==> config.mk <==
export PLATFORM = sky130hd
export DESIGN_NAME = sliding_window_rtt_average_jitter
export DESIGN_NICKNAME = d
export VERILOG_FILES = /design/src/rtl/swrtt_pkg.sv /design/src/rtl/sliding_window_rtt_average_jitter.sv
export SDC_FILE = /design/constraint.sdc
export NUM_CORES = 1
export LEC_CHECK = 0
export BUFFER_PORTS_ARGS = -buffer_cell sky130_fd_sc_hd__buf_2
export CAP_MARGIN = 20
export CORE_ASPECT_RATIO = 0.5
export CORE_MARGIN = 2
export CORE_UTILIZATION = 50
export CTS_CLUSTER_SIZE = 24
export DETAILED_ROUTE_END_ITERATION = 7
export PLACE_DENSITY = 0.76
export SKIP_LAST_GASP = 1
export SYNTH_ARGS = -nofsm -noshare
export SYNTH_HDL_FRONTEND = slang
export SYNTH_SLANG_ARGS = --single-unit
==> constraint.sdc <==
create_clock -name clk -period 6.7 [get_ports clk]
set_input_delay 1.005 -clock clk [delete_from_list [all_inputs] [get_ports clk]]
set_output_delay 1.005 -clock clk [all_outputs]
set_load 0.01 [all_outputs]
==> src/rtl/swrtt_pkg.sv <==
// ----------------------------------------------------------------------------
// Sliding-window RTT statistics package
// Field widths shared by the statistics block and its port checker.
// ----------------------------------------------------------------------------
package swrtt_pkg;

  // Width of one round-trip-time sample and of the mean and jitter results.
  localparam int SAMPLE_W = 24;

  // Width of the window fill field on the result channel.
  localparam int FILL_W = 4;

endpackage

==> src/rtl/sliding_window_rtt_average_jitter.sv <==
// ----------------------------------------------------------------------------
// Sliding-window RTT average and jitter
// Keeps the last WIN_DEPTH samples in a ring memory with running totals of
// the samples and of the absolute differences between neighboring samples,
// and reports fill, truncated mean and truncated mean successive difference.
// ----------------------------------------------------------------------------
//
//  Channel  | Direction | Handshake             | Payload
//  ---------+-----------+-----------------------+-------------------------------
//  in_      | input     | in_valid / in_ready   | in_rtt_sample
//  out_     | output    | out_valid / out_ready | out_window_fill, out_rtt_average,
//           |           |                       | out_rtt_jitter
//
// One beat is taken at a time. A full window reads the ring twice, for the oldest
// and the next-oldest sample, then the totals update and both dividers run.
// The result is registered in the output register, and the next beat is taken
// once that register has been loaded.
// Reset is synchronous and clears the counters and totals, not the ring.
// A stalled result holds the output register and keeps the next beat waiting.

module sliding_window_rtt_average_jitter
  import swrtt_pkg::*;
#(
  parameter int WIN_DEPTH = 10
) (
  input  logic                clk,
  input  logic                rst_n,
  input  logic                in_valid,
  output logic                in_ready,
  input  logic [SAMPLE_W-1:0] in_rtt_sample,
  output logic                out_valid,
  input  logic                out_ready,
  output logic [FILL_W-1:0]   out_window_fill,
  output logic [SAMPLE_W-1:0] out_rtt_average,
  output logic [SAMPLE_W-1:0] out_rtt_jitter
);

  localparam int PTR_W  = $clog2(WIN_DEPTH);
  localparam int CNT_W  = $clog2(WIN_DEPTH + 1);
  localparam int SUM_W  = SAMPLE_W + PTR_W;
  localparam int DCNT_W = $clog2(SUM_W);
  localparam int FW     = (CNT_W > FILL_W) ? CNT_W : FILL_W;

  typedef enum logic [2:0] {
    S_IDLE,
    S_RD_OLD,
    S_RD_NEXT,
    S_UPDATE,
    S_DIV,
    S_DONE
  } state_t;

  state_t                state_r;
  logic [SAMPLE_W-1:0]   sample_r;
  logic [SAMPLE_W-1:0]   newest_r;
  logic [SAMPLE_W-1:0]   old_r;
  logic [CNT_W-1:0]      fill_r;
  logic [PTR_W-1:0]      oldest_r;
  logic [PTR_W-1:0]      slot_r;
  logic [SUM_W-1:0]      sum_r;
  logic [SUM_W-1:0]      dsum_r;
  logic [SUM_W-1:0]      quo_a_r;
  logic [SUM_W-1:0]      quo_b_r;
  logic [CNT_W-1:0]      rem_a_r;
  logic [CNT_W-1:0]      rem_b_r;
  logic [DCNT_W-1:0]     div_cnt_r;
  logic                  out_valid_r;
  logic [FILL_W-1:0]     out_fill_r;
  logic [SAMPLE_W-1:0]   out_avg_r;
  logic [SAMPLE_W-1:0]   out_jit_r;

  // Ring memory with one write port and one registered read port.
  logic [SAMPLE_W-1:0]   ring [WIN_DEPTH];
  logic [PTR_W-1:0]      rd_addr;
  logic [SAMPLE_W-1:0]   rd_data_r;
  logic                  wr_en;

  logic                  fill_full;
  logic [PTR_W-1:0]      next_ptr;
  logic [CNT_W:0]        slot_sum;
  logic [CNT_W:0]        slot_wrap;
  logic [PTR_W-1:0]      slot_nxt;
  logic [SAMPLE_W-1:0]   abs_evict;
  logic [SAMPLE_W-1:0]   abs_new;
  logic [SUM_W-1:0]      sum_nxt;
  logic [SUM_W-1:0]      dsum_nxt;
  logic [CNT_W-1:0]      div_b;
  logic [CNT_W:0]        rem_sh_a;
  logic [CNT_W:0]        rem_sh_b;
  logic                  ge_a;
  logic                  ge_b;
  logic [FW-1:0]         fill_ext;
  logic                  out_load;

  // Pointer arithmetic and the slot that the new sample goes to.
  assign fill_full = (fill_r == CNT_W'(WIN_DEPTH));
  assign next_ptr  = (oldest_r == PTR_W'(WIN_DEPTH - 1)) ? '0 : oldest_r + 1'b1;
  assign slot_sum  = (CNT_W + 1)'(oldest_r) + (CNT_W + 1)'(fill_r);
  assign slot_wrap = (slot_sum >= (CNT_W + 1)'(WIN_DEPTH)) ?
                     slot_sum - (CNT_W + 1)'(WIN_DEPTH) : slot_sum;
  assign slot_nxt  = fill_full ? oldest_r : PTR_W'(slot_wrap);

  // Address the oldest sample on acceptance, then the next-oldest one.
  assign rd_addr = (state_r == S_RD_OLD) ? next_ptr : oldest_r;
  assign wr_en   = (state_r == S_UPDATE);

  always_ff @(posedge clk) begin
    rd_data_r <= ring[rd_addr];
  end

  always_ff @(posedge clk) begin
    if (wr_en) begin
      ring[slot_r] <= sample_r;
    end
  end

  // Differences removed on eviction and added for the new sample.
  assign abs_evict = (rd_data_r > old_r) ? rd_data_r - old_r : old_r - rd_data_r;
  assign abs_new   = (sample_r > newest_r) ? sample_r - newest_r : newest_r - sample_r;
  assign sum_nxt   = sum_r + SUM_W'(sample_r);
  assign dsum_nxt  = dsum_r + ((fill_r != '0) ? SUM_W'(abs_new) : '0);

  // One restoring step for each of the two dividers.
  assign div_b    = fill_r - 1'b1;
  assign rem_sh_a = {rem_a_r, quo_a_r[SUM_W-1]};
  assign rem_sh_b = {rem_b_r, quo_b_r[SUM_W-1]};
  assign ge_a     = (rem_sh_a >= {1'b0, fill_r});
  assign ge_b     = (rem_sh_b >= {1'b0, div_b});

  assign fill_ext = FW'(fill_r);

  // The output register loads once the previous result has left.
  assign out_load = (state_r == S_DONE) && (!out_valid_r || out_ready);

  // Sequencer, running totals and output register.
  always_ff @(posedge clk) begin
    if (!rst_n) begin
      state_r     <= S_IDLE;
      fill_r      <= '0;
      oldest_r    <= '0;
      sum_r       <= '0;
      dsum_r      <= '0;
      newest_r    <= '0;
      out_valid_r <= 1'b0;
    end else begin
      if (out_load) begin
        out_valid_r <= 1'b1;
      end else if (out_ready) begin
        out_valid_r <= 1'b0;
      end
      case (state_r)
        S_IDLE: begin
          if (in_valid) begin
            sample_r <= in_rtt_sample;
            slot_r   <= slot_nxt;
            state_r  <= fill_full ? S_RD_OLD : S_UPDATE;
          end
        end
        S_RD_OLD: begin
          old_r   <= rd_data_r;
          state_r <= S_RD_NEXT;
        end
        S_RD_NEXT: begin
          sum_r    <= sum_r - SUM_W'(old_r);
          dsum_r   <= dsum_r - SUM_W'(abs_evict);
          oldest_r <= next_ptr;
          fill_r   <= fill_r - 1'b1;
          state_r  <= S_UPDATE;
        end
        S_UPDATE: begin
          sum_r     <= sum_nxt;
          dsum_r    <= dsum_nxt;
          newest_r  <= sample_r;
          fill_r    <= fill_r + 1'b1;
          quo_a_r   <= sum_nxt;
          quo_b_r   <= dsum_nxt;
          rem_a_r   <= '0;
          rem_b_r   <= '0;
          div_cnt_r <= DCNT_W'(SUM_W - 1);
          state_r   <= S_DIV;
        end
        S_DIV: begin
          rem_a_r <= ge_a ? CNT_W'(rem_sh_a - {1'b0, fill_r}) : CNT_W'(rem_sh_a);
          rem_b_r <= ge_b ? CNT_W'(rem_sh_b - {1'b0, div_b}) : CNT_W'(rem_sh_b);
          quo_a_r <= {quo_a_r[SUM_W-2:0], ge_a};
          quo_b_r <= {quo_b_r[SUM_W-2:0], ge_b};
          if (div_cnt_r == '0) begin
            state_r <= S_DONE;
          end else begin
            div_cnt_r <= div_cnt_r - 1'b1;
          end
        end
        S_DONE: begin
          if (out_load) begin
            out_fill_r  <= fill_ext[FILL_W-1:0];
            out_avg_r   <= quo_a_r[SAMPLE_W-1:0];
            out_jit_r   <= (fill_r < CNT_W'(2)) ? '0 : quo_b_r[SAMPLE_W-1:0];
            state_r     <= S_IDLE;
          end
        end
        default: begin
          state_r <= S_IDLE;
        end
      endcase
    end
  end

  assign in_ready        = (state_r == S_IDLE);
  assign out_valid       = out_valid_r;
  assign out_window_fill = out_fill_r;
  assign out_rtt_average = out_avg_r;
  assign out_rtt_jitter  = out_jit_r;

endmodule

Yosys cells after proc, flatten, opt, wreduce, memory -nomap -nowiden
Memory sizes are Yosys's and may differ from the RTL's. A register that Yosys moved wholly into a read port is not among the register bits.
Cells that the tools add are included.
- mux-type cells: 27
- magnitude comparators: 6
- $add $sub $neg: 16
- equal/unequal tests: 11
- reductions and logical operators: 15
- operator list (cell ; count):
    case mux 28 bit (2 select lines) ; 4
    subtractor 24 bit ; 4
    two-way mux 24 bit ; 3
    adder 28 x 24 -> 28 bit ; 2
    subtractor 28 x 24 -> 28 bit ; 2
    > comparator 24 bit ; 2
    two-way mux 4 bit ; 6
    case mux 4 bit (2 select lines) ; 3
    case mux 3 bit (6 select lines) ; 1
    AND reduction 3 bit ; 4
    >= comparator 5 x 4 -> 1 bit ; 2
    case mux 5 bit (2 select lines) ; 1
    two-way mux 3 bit ; 3
    adder 4 x 1 -> 4 bit, second input constant ; 2
    equality test 4 bit, second input constant ; 2
    != test 2 bit, second input constant ; 4
    subtractor 4 bit ; 2
    equality test 3 x 2 -> 1 bit, second input constant ; 2
    equality test 3 bit, second input constant ; 2
    nonzero test 2 bit ; 3
    adder 4 x 4 -> 5 bit ; 1
    >= comparator 5 x 4 -> 1 bit, second input constant ; 1
    zero test 5 bit ; 1
    two-way mux 5 bit ; 1
    other kinds (13) ; 17
- input port bits: 28
- register bits after elaboration: 265
- word-level logic and storage cells: 94
- output and inout bits: 54
- memories: 1
- bits in writable memories: 240
- memories (memory ; depth ; bits a word ; rd ports ; clocked after Yosys merged registers in ; write ports ; RTL line ; text):
    ring ; 10 ; 24 ; 1 ; 1 ; 1 ; sliding_window_rtt_average_jitter.sv:73 ; logic [SAMPLE_W-1:0] ring [WIN_DEPTH];

Logic depth before layout (Yosys ltp)
Gate-level depths: netlist of run 1.
- depth in word-level cells: 5
- mapped depth: 26
- mapped depth without buffers: 23

Least setup slack after synthesis of run 1
Ideal clock, no wire load.
- path kind: flip-flop to flip-flop
- start: register sample_r[17]
- end: register quo_b_r[27] (data pin)
- data required time: 6441 ps
- stages on the path, launching flop included: 24
- path buffers: 3
- arrival: 4982 ps
- setup slack: 1459 ps
- library setup time: 259 ps
- clock period less this slack: 5241 ps
- cells stage by stage: edfxtp_1 -> inv_1 -> ha_1 -> buf_6 -> a21o_1 -> a221oi_2 -> o21ai_1 -> a221o_1 -> o21a_2 -> buf_6 -> buf_6 -> a221oi_2 -> xor2_1 -> nor2_1 -> ha_1 -> a21oi_1 -> o211ai_1 -> a221oi_1 -> o21ai_0 -> a221oi_1 -> o21ai_1 -> a21o_1 -> nor3b_1 -> o31a_1
- cells in the longest elaborated chain, start to end: 5
- elaborated cells on any way between the ends: 7
- classes of those cells: add/sub (3); order compare (1); mux (3)
- RTL lines (item ; RTL line ; text):
    start: declaration ; sliding_window_rtt_average_jitter.sv:54 ; logic [SAMPLE_W-1:0] sample_r;
    start signal: assignment ; sliding_window_rtt_average_jitter.sv:154 ; sample_r <= in_rtt_sample;
    subtractor 24 bit / > comparator 24 bit (equally long branches) ; sliding_window_rtt_average_jitter.sv:119 ; assign abs_new = (sample_r > newest_r) ? sample_r - newest_r : newest_r - sample_r;
    two-way mux 24 bit (*) ; sliding_window_rtt_average_jitter.sv:119 ;
    two-way mux 24 bit (*) ; sliding_window_rtt_average_jitter.sv:121 ; assign dsum_nxt = dsum_r + ((fill_r != '0) ? SUM_W'(abs_new) : '0);
    adder 28 x 24 -> 28 bit (*) ; sliding_window_rtt_average_jitter.sv:121 ;
    case mux 28 bit (2 select lines) (*) ; sliding_window_rtt_average_jitter.sv:151 ; case (state_r)
    end signal: assignment ; sliding_window_rtt_average_jitter.sv:176 ; quo_b_r <= dsum_nxt;
    end signal: assignment ; sliding_window_rtt_average_jitter.sv:186 ; quo_b_r <= {quo_b_r[SUM_W-2:0], ge_b};
    end: declaration ; sliding_window_rtt_average_jitter.sv:63 ; logic [SUM_W-1:0] quo_b_r;
Every way passes the cells marked *; elsewhere a longest branch is shown, timed or not.
A chain may end at the register's enable or synchronous reset.

Final worst setup path of run 1
- start: register sample_r[14]
- end: register quo_b_r[27] (data pin)
The elaborated chain is that of the path after synthesis.

==> results of run 1 <==
==> worst reg2reg max path, stage by stage, from the launching register on <==
cell and delay (ns):
edfxtp_1 0.52, inv_1 0.09, ha_1 0.43, and4_1 0.31, and3_1 0.20, inv_1 0.05, a211oi_1 0.41, o21a_2 0.32
buf_4 0.17, mux2i_1 0.29, a21boi_0 0.14, nor3b_1 0.52, ha_1 0.39, o21ai_0 0.12, o211ai_1 0.19, a21oi_1 0.29
o21ai_0 0.24, a221oi_1 0.48, o21ai_1 0.24, a21o_1 0.26, nor3b_1 0.15, o31a_1 0.23
==> layout by cell type, fill, tap and decap left out, drive strengths merged, types with 72 or more instances in the layout <==
master    n
a21oi   237
dfxtp   116
xnor2    92
inv     153
nand2   280
ha      208
nor2b    74
a211oi   73
o21ai   174
nor2    181
buf     144
edfxtp  413
a21o     72
==> final cells by class <==
cell class,count,area [um2]
inverter,150,563
clock inverter,34,405
clock buffer,58,1290
sequential,529,14700
fill,4955,26100
timing repair buffer,144,891
multi-input combinational,1997,14300
tap,812,1020
==> stage by stage <==
stage                     instance area [um2]  cells  power, W   util  worst slack, ns
after floorplan                         30000   2810   0.00720      -             1.46
after global placement                  31400   3624   0.00822  0.531            0.610
after detailed placement                31400   3624   0.00830  0.531            0.521
after CTS                               33100   3716    0.0113  0.559            0.485
after global routing                    33200   3724    0.0119  0.560           0.0536
final                                   33200   3724    0.0114  0.560            0.430
==> routing by layer <==
metal	up-vias	GRT usage	wire, um	part of all wire
met1	10800	0.403	39100	0.48
li1	10500	-	-	-
met2	942	0.373	33300	0.41
met3	97	0.0474	7530	0.093
met5	-	0	0	0
met4	0	0.0488	1220	0.015
==> synthesized netlist by cell type, types with 8 or more instances <==
| master | count | area [um2] |
|---|---|---|
| nand4_1 | 15 | 93.8 |
| a21oi_1 | 237 | 1190 |
| and3_1 | 15 | 93.8 |
| edfxtp_1 | 413 | 12400 |
| nor3_1 | 49 | 245 |
| nand2b_1 | 40 | 250 |
| nand3_1 | 50 | 250 |
| a221oi_1 | 14 | 123 |
| inv_1 | 149 | 559 |
| nand2_1 | 280 | 1050 |
| dfxtp_1 | 116 | 2320 |
| nand3b_1 | 10 | 75.1 |
| nor2_1 | 181 | 679 |
| clkbuf_1 | 93 | 349 |
| o31ai_1 | 10 | 75.1 |
| a211o_1 | 8 | 70.1 |
| xnor2_1 | 91 | 797 |
| buf_1 | 8 | 30.0 |
| o211ai_1 | 11 | 82.6 |
| a21boi_0 | 11 | 82.6 |
| nor4_1 | 9 | 56.3 |
| and2_1 | 9 | 56.3 |
| xor2_1 | 43 | 377 |
| or3_1 | 13 | 81.3 |
| ha_1 | 208 | 2600 |
| fa_1 | 11 | 220 |
| a211oi_1 | 73 | 548 |
| buf_2 | 25 | 125 |
| o31a_1 | 12 | 105 |
| o21ai_0 | 167 | 836 |
| nor2b_1 | 74 | 463 |
| o21a_1 | 18 | 135 |
| o21bai_1 | 16 | 120 |
| a21o_1 | 72 | 541 |
| mux4_2 | 48 | 1080 |
| o41ai_1 | 8 | 70.1 |
| mux2i_1 | 58 | 581 |
| a31oi_1 | 28 | 175 |
==> sequential cells by signal, summed over array words and instances (netlist names), 28 cells and up <==
register  count
quo_b_r      28
dsum_r       28
quo_a_r      28
ring        240
sum_r        28
==> cell families after synthesis <==
group,Yosys count,share of synthesized area
XOR/XNOR,135,0.0396
buffers and inverters,284,0.0378
multiplexers,111,0.0573
AO/OA/AOI/OAI,759,0.160
flip-flops,529,0.490
adder cells (fa/ha/maj),219,0.0940
AND/OR/NAND/NOR,773,0.121
==> power by group through the flow <==
stage | combinational [W] | clock, W | sequential, W
final | 0.00432 | 0.00298 | 0.00406
after global routing | 0.00473 | 0.00314 | 0.00407
after CTS | 0.00422 | 0.00301 | 0.00405
after detailed placement | 0.00419 | 0 | 0.00412
after global placement | 0.00412 | 0 | 0.00411
after floorplan | 0.00319 | 0 | 0.00401
==> what timing repair did <==
| item | CTS | global route |
|---|---|---|
| hold endpoints to repair | 0 | 0 |
| gates resized for setup | 0 | 1 |
| setup buffers | 0 | 8 |
| setup endpoints to repair | 0 | 2 |
==> path summary, 6_finish.rpt <==
kind,startpoint,slack [ns],end
setup reg to reg,sample_r[14],0.43,quo_b_r[27]
hold reg to reg,rd_data_r[23],0.45,old_r[23]
setup / recovery,sample_r[14],0.43,quo_b_r[27]
hold / removal,rd_data_r[23],0.45,old_r[23]
==> results.ini, run 1 <==
[clock_tree]
bufs_on_longest_clock_path=3
cts.reportedPaths.clkPinSlew_ns=0.07
clock_tree_from_tritoncts=built
cts_htree_levels=2
clock_latency_ns=0.61
number_of_clock_sinks_seen_by_cts=529
clk_root_buffer_cell=clkbuf_16
numCtsBuffers=49
hold_buffers=0

[pwr]
power.net_switching_w=0.00416
pwr_density_cell_nw_per_um2=342
worst_ir_drop_vdd_v=0.000203
power.leakage_nw=12.9
power_report.internal_total_w=0.00720
seqPwrFrac=0.357
clkPwrFrac=0.263
netSwitchingFraction=0.366
combinationalPowerShare=0.380

[finish]
nets=3118
syn_to_final_growth_pct=10.6
final_layout_size_suffix_gt1_frac=0.109
antennaDiodeCount=0

[setup_path]
worstPathArrival_ns=6.62
list_of_cells_traversed_by_the_critical_path=inv_1 > ha_1 > and4_1 > and3_1 > inv_1 > a211oi_1 > o21a_2 > buf_4 > mux2i_1 > a21boi_0 > nor3b_1 > ha_1 > o21ai_0 > o211ai_1 > a21oi_1 > o21ai_0 > a221oi_1 > o21ai_1 > a21o_1 > nor3b_1 > o31a_1
critical-path-top-delay-family=compound AO/OA/AOI/OAI gates
r2r.worst_path.cells=21
crit_cells=21
cp-end-kind=register
crit_required_ns=7.05
critPathMaxStageDelay_ns=0.52
worst_path_max_delay_cell=edfxtp_1
crit_fanout=10
worst-setup-path-type=register to register
critPathLaunchType=register
cp.buffers_inverters=3

[global_routing]
first_pass_grt_wire_length_um=123000
grt_resource_usage_total=0.258
via_count_of_the_first_global_routing_pass=20800
globalRouteOverflowTotal=0
grt_start_max_net_pins=83
grt_antenna_before_repair=4

[drt]
totalWireLength_um=81200
num_vias=22300
first_iter_violations=2778
vias_per_cell=6.00
drt_drc_violations_left=0
drtAntennaViolNets=0
dr.pass1.iters=6
wl_per_cell_um=21.8

[floorplan]
height_of_the_chip_um=177
rows=63
ioPinCount=82
fp.dieArea_um2=62200
design.core.area_um2=59300
dieWidth_um=351
initial_core_utilization=0.507

[synthesis]
synth_seq_area_share=0.490
mappedNetlistArea_um2=30000
post_synth_inst_count=2810
synth_nets=3057
post_synth_num_cell_types=86
yosys_most_used_dff=edfxtp_1
synthesis.area_per_instance_um2=10.7
postSynth.asyncResetShare=0
synth-warning-count=0
synth_register_bits=529
synth_edf_count=413

[timing]
final.setup.tns_ns=0
fin_crit_sh=0.936
setup-violations-final=0
tightest_slew_ns=1.15
rsz0062_at_grt=no
max_slew_margin=0.217
finalMaxSlewViolations=0
final.setup_skew_ns=0.0295
final_period_minus_worst_setup_slack_ns=6.27
timing_hold_violations_final=0
fin_worst_hold_slack_ns=0.446
fmaxAchievable_ghz=0.159

[placement]
place_congestion=0.988
count_of_input_and_output_buffers=81
hpwl_um=57500

[outcome]
status=finished, final reports clean

[worst_hold_path]
holdCritPathClass=register to register
whs_path_depth=0

[flow_run]
cap_violations=0

Power figures use the tool's default switching activity.
==> inputs of run 2 (changes only) <==
--- a/config.mk
+++ b/config.mk
@@ -7,12 +7,14 @@
 export LEC_CHECK = 0
 export BUFFER_PORTS_ARGS = -buffer_cell sky130_fd_sc_hd__buf_2
 export CAP_MARGIN = 20
+export CELL_PAD_IN_SITES_DETAIL_PLACEMENT = 1
+export CELL_PAD_IN_SITES_GLOBAL_PLACEMENT = 1
 export CORE_ASPECT_RATIO = 0.5
 export CORE_MARGIN = 2
-export CORE_UTILIZATION = 50
+export CORE_UTILIZATION = 46
 export CTS_CLUSTER_SIZE = 24
 export DETAILED_ROUTE_END_ITERATION = 7
-export PLACE_DENSITY = 0.76
+export PLACE_DENSITY = 0.87
 export SKIP_LAST_GASP = 1
 export SYNTH_ARGS = -nofsm -noshare
 export SYNTH_HDL_FRONTEND = slang
==> constraint.sdc (replaced) <==
create_clock -name clk -period 5.3 [get_ports clk]
set_input_delay 0.795 -clock clk [delete_from_list [all_inputs] [get_ports clk]]
set_output_delay 0.795 -clock clk [all_outputs]
set_load 0.01 [all_outputs]
==> results.ini, run 2 (synthesis gave the netlist of run 1 again) <==
[placement]
count_of_input_and_output_buffers=81  ; unchanged
post_dp_cell_area_um2=33700  ; was 31,400 um2
place_congestion=0.947  ; was 0.988
hpwl_um=72100  ; was 57,500 um

[clock_tree]
cts.reportedPaths.clkPinSlew_ns=0.08  ; was 0.07 ns
clock_tree_from_tritoncts=built  ; unchanged
cts_htree_levels=2  ; unchanged
numCtsBuffers=50  ; was 49
clk_root_buffer_cell=clkbuf_16  ; unchanged
number_of_clock_sinks_seen_by_cts=529  ; unchanged
bufs_on_longest_clock_path=3  ; unchanged
hold_buffers=0  ; unchanged
clock_latency_ns=0.64  ; was 0.61 ns

[drt]
dr.pass1.iters=8  ; was 6
vias_per_cell=6.65  ; was 6.00
drtAntennaViolNets=0  ; unchanged
first_iter_violations=4473  ; was 2,778
totalWireLength_um=126000  ; was 81,200 um
num_vias=27400  ; was 22,300
wl_per_cell_um=30.6  ; was 21.8 um
drt_drc_violations_left=0  ; unchanged

[finish]
nets=3437  ; was 3,118
postLayoutCoreUtil=0.570  ; was 0.560
postLayoutCellArea_um2=36900  ; was 33,200 um2
layout.cells.most_common=edfxtp_1  ; unchanged
largest_register_ff_count=240  ; unchanged
biggest_register=ring  ; unchanged
syn_to_final_growth_pct=22.9  ; was 10.6%
commonest_non_fill_non_tap_cells_in_the_layout=edfxtp_1, buf_4, nand2_1  ; was edfxtp_1, nand2_1, a21oi_1
final_layout_size_suffix_gt1_frac=0.249  ; was 0.109

[floorplan]
fp.dieArea_um2=67500  ; was 62,200 um2
ioPinCount=82  ; unchanged
initial_core_utilization=0.464  ; was 0.507
height_of_the_chip_um=185  ; was 177 um
rows=66  ; was 63
design.core.area_um2=64700  ; was 59,300 um2
dieWidth_um=365  ; was 351 um

[pwr]
combinationalPowerShare=0.470  ; was 0.380
clkPwrFrac=0.230  ; was 0.263
seqPwrFrac=0.300  ; was 0.357
power.net_switching_w=0.00696  ; was 0.00416 W
power.leakage_nw=14.7  ; was 12.9 nW
power_report.internal_total_w=0.0103  ; was 0.00720 W
worst_ir_drop_vdd_v=0.000267  ; was 0.000203 V
netSwitchingFraction=0.403  ; was 0.366
pwr_density_cell_nw_per_um2=467  ; was 342 nW/um2

[timing]
tightest_slew_ns=1.25  ; was 1.15 ns
setup-violations-final=39  ; was 0
finalMaxSlewViolations=0  ; unchanged
fmaxAchievable_ghz=0.165  ; was 0.159 GHz
max_slew_margin=0.166  ; was 0.217
final_period_minus_worst_setup_slack_ns=6.07  ; was 6.27 ns
timing_hold_violations_final=0  ; unchanged
final.setup_skew_ns=0.0490  ; was 0.0295 ns
rsz0062_at_grt=yes  ; was no
fin_crit_sh=1.14  ; was 0.936
worst_slack_ns=-0.768  ; was 0.430 ns

[global_routing]
globalRouteOverflowTotal=0  ; unchanged
grt_resource_usage_total=0.337  ; was 0.258
via_count_of_the_first_global_routing_pass=27100  ; was 20,800
first_pass_grt_wire_length_um=172000  ; was 123,000 um
grt_antenna_before_repair=14  ; was 4
grt_start_max_net_pins=83  ; unchanged

[setup_path]
cp-end-kind=register  ; unchanged
worst-setup-path-type=register to register  ; unchanged
worstPathArrival_ns=6.60  ; was 6.62 ns
crit_fanout=6  ; was 10
crit_path_start=sample_r[20]  ; was sample_r[14]
crit_required_ns=5.83  ; was 7.05 ns
crit-reg2reg-launch=sample_r[20]  ; was sample_r[14]
critPathLaunchType=register  ; unchanged

[worst_hold_path]
hold_path.startpoint=in_rtt_sample[20]  ; was rd_data_r[23]
holdCritPathClass=input pin to register  ; was register to register

[outcome]
violations=setup timing
status=complete, but fails checks  ; was finished, final reports clean

[flow_run]
cap_violations=0  ; unchanged

run 2: cell types whose count changed in the layout (fill, tap and decap cells not counted), moves of 13 or more:
cell	previous run	this run
a21oi_1	236	209
a21oi_2	0	24
buf_4	62	358
buf_6	0	13
ha_1	208	192
o21ai_0	167	138
o21ai_1	6	19
o21ai_2	0	13
run 2: metal layers:
| layer | global-route usage | up-vias | part of all wire |
|---|---|---|---|
| li1 | - | 11100 | - |
| met1 | 0.449 | 13500 | 0.38 |
| met2 | 0.533 | 2173 | 0.44 |
| met3 | 0.0724 | 628 | 0.12 |
| met4 | 0.139 | 18 | 0.058 |
| met5 | 0 | - | 0.0012 |
run 2: critical path, stage by stage (launching register included):
cell	delay [ns]
edfxtp_1	0.48
inv_2	0.14
ha_2	0.33
a21o_1	0.20
a21oi_2	0.30
o21ai_1	0.14
a221o_1	0.43
o21a_4	0.30
clkbuf_16	0.18
clkbuf_16	0.16
a211o_1	0.30
a31oi_4	0.40
xor2_2	0.23
buf_4	0.17
nor2_1	0.05
ha_1	0.23
a21o_1	0.18
a21o_1	0.20
a221oi_2	0.32
buf_4	0.19
o21ai_4	0.07
a21o_1	0.24
buf_6	0.14
a32oi_2	0.23
mux2i_1	0.31
run 2: area by class of cell:
class                      count  area, um2
clock buffer                  66       1390
clock inverter                28        325
fill                        6877      27800
sequential                   529      14700
multi-input combinational   1997      15400
antenna                        5       12.5
tap                          884       1110
timing repair buffer         462       3440
inverter                     150        569
run 2: metrics by stage:
| stage | std cells | power [W] | TNS, ns | setup WS [ns] | hold slack (ns) |
|---|---|---|---|---|---|
| after floorplan | 2810 | 0.00910 | 0 | 0.0587 | 0.412 |
| after global placement | 3982 | 0.0114 | -1.18 | -0.284 | 0.435 |
| after detailed placement | 3982 | 0.0117 | -7.10 | -0.487 | 0.437 |
| after CTS | 4088 | 0.0159 | -0.474 | -0.0859 | 0.328 |
| after global routing | 4116 | 0.0177 | -17.13 | -0.700 | 0.330 |
| final | 4121 | 0.0173 | -16.70 | -0.768 | 0.328 |
run 2: path summary, 6_finish.rpt:
kind                                             to  slack [ns]  cells past startpoint
worst max-delay path                     dsum_r[25]       -0.77                     24
worst min-delay path                   sample_r[20]        0.33                      1
worst max register to register           dsum_r[25]       -0.77                     24
worst min register to register  out_rtt_average[15]        0.45                      0
run 2: timing repair:
action	CTS	global route
endpoints found under the setup margin	38	38
pin swaps	48	83
setup buffers	13	28
hold endpoints to repair	0	0
gates resized for setup	89	162
gates cloned	1	2
run 2: power groups by stage:
stage	combinational, W	clock (W)	sequential (W)
finish	0.00811	0.00397	0.00517
global route	0.00844	0.00408	0.00518
CTS	0.00685	0.00389	0.00512
detailed placement	0.00655	0	0.00519
global placement	0.00621	0	0.00517
floorplan	0.00403	0	0.00507
